**config.mk**
```make
export PLATFORM = sky130hd
export DESIGN_NAME = igfr_ctrl
export DESIGN_NICKNAME = d
export VERILOG_FILES = /design/src/rtl/igfr_pkg.sv /design/src/rtl/igfr_ctrl.sv
export SDC_FILE = /design/constraint.sdc
export NUM_CORES = 1
export LEC_CHECK = 0
export ABC_CLOCK_PERIOD_IN_PS = 6200
export BUFFER_PORTS_ARGS = -buffer_cell sky130_fd_sc_hd__buf_2
export CAP_MARGIN = 20
export CORE_ASPECT_RATIO = 1.75
export CORE_MARGIN = 8
export CORE_UTILIZATION = 55
export CTS_CLUSTER_SIZE = 24
export DETAILED_ROUTE_END_ITERATION = 8
export PLACE_DENSITY = 0.83
export SYNTH_ARGS = -nofsm -noshare
export SYNTH_HDL_FRONTEND = slang
export SYNTH_SLANG_ARGS = --single-unit
```
**constraint.sdc**
```tcl
create_clock -name i_clk -period 6.2 [get_ports i_clk]
set_clock_uncertainty 0.2 [all_clocks]
set_input_delay 0.31 -clock i_clk [delete_from_list [all_inputs] [get_ports i_clk]]
set_output_delay 0.31 -clock i_clk [all_outputs]
set_load 0.01 [all_outputs]
```
**src/rtl/igfr_pkg.sv**
```systemverilog
// igfr_pkg: shared types and constants of the idle gap frame receiver
`default_nettype none

package igfr_pkg;

    localparam int unsigned STORE_DEPTH_DEF = 4096;
    localparam int unsigned TIMEOUT_W = 16;
    localparam logic [TIMEOUT_W-1:0] TIMEOUT_RST = 16'd217;
    localparam int unsigned LEN_W = 13;
    localparam int unsigned INDEX_W = 12;
    localparam int unsigned BYTE_W = 8;

    typedef enum logic [1:0] {
        CMD_BYTE    = 2'd0,
        CMD_TICK    = 2'd1,
        CMD_READ    = 2'd2,
        CMD_RELEASE = 2'd3
    } t_cmd;

    typedef enum logic [1:0] {
        ST_INIT  = 2'd0,
        ST_IDLE  = 2'd1,
        ST_RCV   = 2'd2,
        ST_ERROR = 2'd3
    } t_rx_state;

    typedef struct packed {
        logic      frame_ready;
        logic      byte_dropped;
        logic      overflow_event;
        t_rx_state rx_state;
    } t_step_flags;

endpackage

`default_nettype wire

```
**src/rtl/igfr_ctrl.sv**
```systemverilog
// igfr_ctrl: receive state machine, gap timer and store address control
`default_nettype none

module igfr_ctrl #(
    parameter int unsigned DEPTH = igfr_pkg::STORE_DEPTH_DEF
) (
    input  wire                               i_clk,
    input  wire                               i_rst_n,
    input  wire                               i_accept,
    input  wire [1:0]                         i_command,
    input  wire [igfr_pkg::BYTE_W-1:0]        i_rx_byte,
    input  wire [igfr_pkg::INDEX_W-1:0]       i_read_index,
    input  wire                               i_cfg_we,
    input  wire [igfr_pkg::TIMEOUT_W-1:0]     i_cfg_data,
    output logic                              o_wr_en,
    output logic [$clog2(DEPTH)-1:0]          o_wr_addr,
    output logic [igfr_pkg::BYTE_W-1:0]       o_wr_data,
    output logic                              o_rd_en,
    output logic [$clog2(DEPTH)-1:0]          o_rd_addr,
    output logic                              o_rd_ok,
    output igfr_pkg::t_step_flags             o_flags,
    output logic [igfr_pkg::LEN_W-1:0]        o_frame_length
);

    localparam int unsigned AW = $clog2(DEPTH);
    localparam int unsigned WPW = $clog2(DEPTH + 1);
    localparam int unsigned CMPW = (WPW > igfr_pkg::INDEX_W) ? WPW : igfr_pkg::INDEX_W;
    localparam int unsigned TW = igfr_pkg::TIMEOUT_W;

    igfr_pkg::t_rx_state r_state, n_state;
    logic [WPW-1:0]      r_wpos, n_wpos;
    logic [TW-1:0]       r_count, n_count;
    logic                r_run, n_run;
    logic                r_waiting, n_waiting;
    logic [TW-1:0]       r_timeout, n_timeout;
    logic [TW-1:0]       w_count_inc;
    logic [CMPW-1:0]     w_idx_ext;
    igfr_pkg::t_cmd      w_cmd;

    assign w_cmd = igfr_pkg::t_cmd'(i_command);
    assign w_count_inc = r_count + TW'(1);
    assign w_idx_ext = CMPW'(i_read_index);

    always_ff @(posedge i_clk) begin
        if (!i_rst_n) begin
            r_state   <= igfr_pkg::ST_INIT;
            r_wpos    <= '0;
            r_count   <= '0;
            r_run     <= 1'b1;
            r_waiting <= 1'b0;
            r_timeout <= igfr_pkg::TIMEOUT_RST;
        end else begin
            r_state   <= n_state;
            r_wpos    <= n_wpos;
            r_count   <= n_count;
            r_run     <= n_run;
            r_waiting <= n_waiting;
            r_timeout <= n_timeout;
        end
    end

    always_comb begin
        n_state   = r_state;
        n_wpos    = r_wpos;
        n_count   = r_count;
        n_run     = r_run;
        n_waiting = r_waiting;
        n_timeout = r_timeout;
        o_wr_en   = 1'b0;
        o_wr_addr = AW'(r_wpos);
        o_wr_data = i_rx_byte;
        o_flags.byte_dropped   = 1'b0;
        o_flags.overflow_event = 1'b0;

        if (i_cfg_we) begin
            // timeout write also restarts reception from init
            n_timeout = i_cfg_data;
            n_state   = igfr_pkg::ST_INIT;
            n_count   = '0;
            n_run     = 1'b1;
        end else if (i_accept) begin
            unique case (w_cmd)
                igfr_pkg::CMD_BYTE: begin
                    if (r_waiting) begin
                        o_flags.byte_dropped = 1'b1;
                    end else begin
                        n_count = '0;
                        n_run   = 1'b1;
                        unique case (r_state)
                            igfr_pkg::ST_IDLE: begin
                                o_wr_en   = 1'b1;
                                o_wr_addr = '0;
                                n_wpos    = WPW'(1);
                                n_state   = igfr_pkg::ST_RCV;
                            end
                            igfr_pkg::ST_RCV: begin
                                if (r_wpos < WPW'(DEPTH)) begin
                                    o_wr_en = 1'b1;
                                    n_wpos  = r_wpos + WPW'(1);
                                end else begin
                                    n_wpos  = '0;
                                    n_state = igfr_pkg::ST_IDLE;
                                    o_flags.overflow_event = 1'b1;
                                end
                            end
                            default: begin
                                // init and error discard the byte
                            end
                        endcase
                    end
                end
                igfr_pkg::CMD_TICK: begin
                    if (r_run) begin
                        if (w_count_inc >= r_timeout) begin
                            if (r_state == igfr_pkg::ST_RCV) begin
                                n_waiting = 1'b1;
                            end
                            n_run   = 1'b0;
                            n_count = '0;
                            n_state = igfr_pkg::ST_IDLE;
                        end else begin
                            n_count = w_count_inc;
                        end
                    end
                end
                igfr_pkg::CMD_READ: begin
                end
                igfr_pkg::CMD_RELEASE: begin
                    if (r_waiting) begin
                        n_waiting = 1'b0;
                        n_wpos    = '0;
                        n_state   = igfr_pkg::ST_IDLE;
                    end
                end
                default: begin
                end
            endcase
        end

        o_flags.frame_ready = n_waiting;
        o_flags.rx_state    = n_state;
        o_frame_length      = igfr_pkg::LEN_W'(n_wpos);
    end

    assign o_rd_en   = i_accept && !i_cfg_we && (w_cmd == igfr_pkg::CMD_READ);
    assign o_rd_addr = AW'(i_read_index);
    assign o_rd_ok   = o_rd_en && (w_idx_ext < CMPW'(r_wpos))
                       && (w_idx_ext < CMPW'(DEPTH));

endmodule

`default_nettype wire

```
==> summary.txt <==
GRT
  • Maximum number of pins on one net before global-route repair: 32
  • Initial antenna violation count: 0
  • Total global routing overflow: 0
  • Total Routing Usage GR: 19.5%
  • Vias in the first global route: between 3k and 4k
  • First-pass GRT wire length: 15.1 mm

Layout
  • Antenna fix cells: 0
  • Layout fillers: about 560
  • Final instance area: 4030 um2
  • Layout Nets: 555
  • Share of cells above drive strength 1: approximately a fifth
  • Area grow syn2layout: 12.7%

Pwr
  • Maximum VDD drop: around 0.13 mV
  • Final Total Pwr: 0.761 mW
  • Pwr/cell area: 189 nW/um2
  • Leakage Power: 1.89 nW

Yosys
  • Post-Synth Simple-Gate Area: a little under a quarter
  • Multiplexer area fraction after synthesis: under 10%
  • EDFF count, synth: 0
  • Yosys warns: 0
  • Xor and xnor area share after synthesis: 2.70%
  • Avg Synthesized Cell Area: ~8.4 um2
  • Register area share after synthesis: 27.5%
  • Syn Inst Count: 427
  • Post-synth top flop: dfxtp_1
  • Largest family of logic cells by synthesized area: simple AND/OR/NAND/NOR gates
  • Synthesis-stage register bit count: 49
  • Compound-Gate Fraction of Synth Area: 20.5%
  • Post-synth ARST share: 0%
  • Post-Synth Adder-Cell Area: about an eighth
  • Cell variety after synth: 57
  • Cell Area, Synth: roughly 3600 um2
  • Mapped Nets: 505

Routing
  • DRC viols: 0
  • Vias per cell: ~5.8
  • DRT Wirelength: 9.11 mm
  • DRT Pass-1 Iters: 4
  • Initial DRC count: 180
  • Routed len/inst: between 15 and 20 um
  • Total number of vias: 3254
  • Post-DRT Antenna Nets: 0

Hold path
  • Hold depth: 3
  • Hold path endpoint: r_timeout[6]
  • HP Start: i_cfg_data[6]
  • Worst min-delay path class: primary input to register

Place
  • Buffers on Ports: 78
  • DP HPWL: 7.17 mm
  • GP Congestion: between 0.9 and 1
  • Area of placed instances: between 3000 and 4000 um2

Critical path
  • Worst Path Max Fanout: 11
  • Worst r2r path cells: 12
  • Reg2reg start: r_count[0]
  • Crit path DAT: ~3.6 ns
  • Critical Path RT: 5.69 ns
  • Reg-to-Reg End: r_run
  • CP endpoint kind: output pin
  • Worst setup path class: register to output pin
  • FF-to-FF setup slack: 2.69 ns
  • CP Launch Type: register

Clock tree
  • Longest Clk Path Bufs: 2
  • Post-CTS setup buffer count: 0
  • Clk sinks: 49
  • Clock transition at path regs: approximately 0.070 ns
  • CTS tree: yes
  • Hold_buf cts: 0
  • Post-CTS Resized: 0
  • Num CTS Buffers: 5
  • Clock insertion delay at the later pin of the skew report: about 0.30 ns
  • Root buf cell: clkbuf_16
  • H-tree Lvls: 2

Timing
  • Final number of hold-violating endpoints: 0
  • Minimum clock period: 4.15 ns
  • Final setup fails: 0
  • Unrepaired setup endpoints after global routing: false
  • Peak Freq: roughly 240 MHz
  • TNS Setup: 0 ns
  • Tightest Pin Transition: roughly 0.8 ns
  • Final critical-path share of the clock period: 66.9%
  • Headroom to the max-slew limit: 47.1%
  • Final Slew Violations: 0

Floorplanning
  • Cell Rows: 39
  • Die area: 9430 um2
  • I/O pins: 95
  • Initial core utilization: 55.9%
  • Core ar.: 6390 um2
  • DIE HEIGHT: 123 um
  • Chip Width: 76.9 um

Run status
  • Outcome: finished, final reports clean

Job
  • Max cap viols: 0
[Yosys cell counts, drive strengths merged, types with 2 or more instances]
master / number / area share [%]
mux2i: 12 / 3.4
nor3b: 2 / 0.74
or2: 2 / 0.35
nand4: 9 / 1.6
o211ai: 7 / 1.6
clkbuf: 9 / 0.95
o21a: 6 / 1.3
nor2b: 14 / 2.5
o21ai: 21 / 3.0
o31ai: 5 / 1.1
nand3: 10 / 1.4
xor2: 3 / 0.74
xnor2: 8 / 2.0
and2: 16 / 2.8
a31oi: 3 / 0.53
buf: 27 / 5.7
nand2b: 8 / 1.6
a21o: 7 / 1.5
and3: 4 / 0.70
nor4: 4 / 1.3
and2b: 2 / 0.42
or3: 4 / 0.70
a32o: 8 / 2.2
nand2: 30 / 3.2
o221ai: 3 / 0.91
a22o: 6 / 1.5
ha: 36 / 13
a211oi: 3 / 0.77
dfxtp: 49 / 27
and4: 2 / 0.49
nor3: 8 / 1.1
nor2: 23 / 2.4
a21oi: 31 / 4.4
inv: 35 / 3.7
nand4b: 2 / 0.91
[metal layers]
layer | track usage (%) | up-vias | wire length (um)
met5 | 0 | - | 0
met4 | 16.6 | 0 | 582
met3 | 5.28 | 39 | 610
met2 | 37.2 | 132 | 4820
met1 | 16.3 | 1489 | 3100
li1 | - | 1594 | -
[how the worst max path moves through the flow]
| stage | startpoint | to | slack (ns) |
|---|---|---|---|
| after global placement | r_count[0] | o_flags[1] | 2.66 |
| after global routing | r_count[0] | o_flags[1] | 1.82 |
| final | r_count[0] | o_flags[1] | 2.05 |
| after CTS | r_count[0] | o_flags[1] | 2.08 |
| after detailed placement | r_count[0] | o_flags[1] | 2.47 |
| after floorplan | r_count[0] | o_flags[1] | 3.05 |
[metrics by stage]
step                util [%]  hold WS (ns)  setup WS, ns  std cells
floorplan                  -         0.239          3.05        427
global placement        60.0         0.280          2.66        552
detailed placement      60.0         0.285          2.47        552
CTS                     63.0        0.0274          2.08        560
global route            63.0        0.0411          1.82        560
finish                  63.0        0.0291          2.05        560
[kinds of logic (layout without fill, tap and decap cells)]
family | Yosys count | count (layout)
AO/OA/AOI/OAI | 105 | 105
XOR/XNOR | 11 | 11
adder cells (fa/ha/maj) | 36 | 36
buffers and inverters | 71 | 122
flip-flops | 49 | 49
multiplexers | 12 | 12
AND/OR/NAND/NOR | 143 | 143
[state kept, by name (all words and copies together) (netlist names)]
| signal | count |
|---|---|
| r_wpos | 13 |
| r_run | 1 |
| r_state | 2 |
| r_waiting | 1 |
| r_timeout | 16 |
| r_count | 16 |
[critical path, cell delays in order, from the launching register on]
cell	delay [ns]
dfxtp_1	0.43
ha_1	0.22
nand3_1	0.15
nor2_1	0.25
nand2_1	0.13
nor2_1	0.21
xor2_1	0.12
ha_1	0.31
nand4_1	0.13
nor4_2	0.47
a21oi_2	0.23
nor4b_2	0.38
nor3_1	0.12
buf_2	0.18
[power breakdown]
| part | leakage [nW] | internal [mW] | switching, mW | total, mW |
|---|---|---|---|---|
| clock | 0.0938 | 0.230 | 0.121 | 0.352 |
| combinational | 1.40 | 0.0361 | 0.0490 | 0.0852 |
| sequential | 0.398 | 0.321 | 0.00321 | 0.325 |
| total | 1.89 | 0.588 | 0.173 | 0.761 |
[layout make-up]
class,instances,area (um2),share of cell area (%)
timing repair buffer,79,398,9.88
tap,82,103,2.55
sequential,49,981,24.4
inverter,35,131,3.26
clock buffer,5,125,3.11
clock inverter,3,65.1,1.62
multi-input combinational,307,2220,55.2
[placed cells by master, fill, tap and decap left out, types with 3 or more instances in the layout]
| cell type | netlist | routed |
|---|---|---|
| a21o_1 | 7 | 7 |
| a21oi_1 | 30 | 30 |
| a22o_1 | 6 | 6 |
| a31oi_1 | 3 | 3 |
| a32o_1 | 8 | 8 |
| and2_1 | 16 | 16 |
| and3_1 | 4 | 4 |
| buf_2 | 3 | 78 |
| clkbuf_16 | 0 | 5 |
| dfxtp_1 | 49 | 49 |
| ha_1 | 36 | 36 |
| inv_1 | 35 | 35 |
| mux2i_1 | 12 | 12 |
| nand2_1 | 30 | 30 |
| nand2b_1 | 7 | 7 |
| nand3_1 | 10 | 10 |
| nand4_1 | 9 | 9 |
| nor2_1 | 23 | 23 |
| nor2b_1 | 14 | 14 |
| nor3_1 | 8 | 8 |
| o211ai_1 | 6 | 6 |
| o21a_1 | 6 | 6 |
| o21ai_0 | 17 | 17 |
| o21ai_1 | 3 | 3 |
| o31ai_1 | 5 | 5 |
| or3_1 | 4 | 4 |
| xnor2_1 | 8 | 8 |
| xor2_1 | 3 | 3 |
No activity file was read; power rests on OpenSTA's default activity.
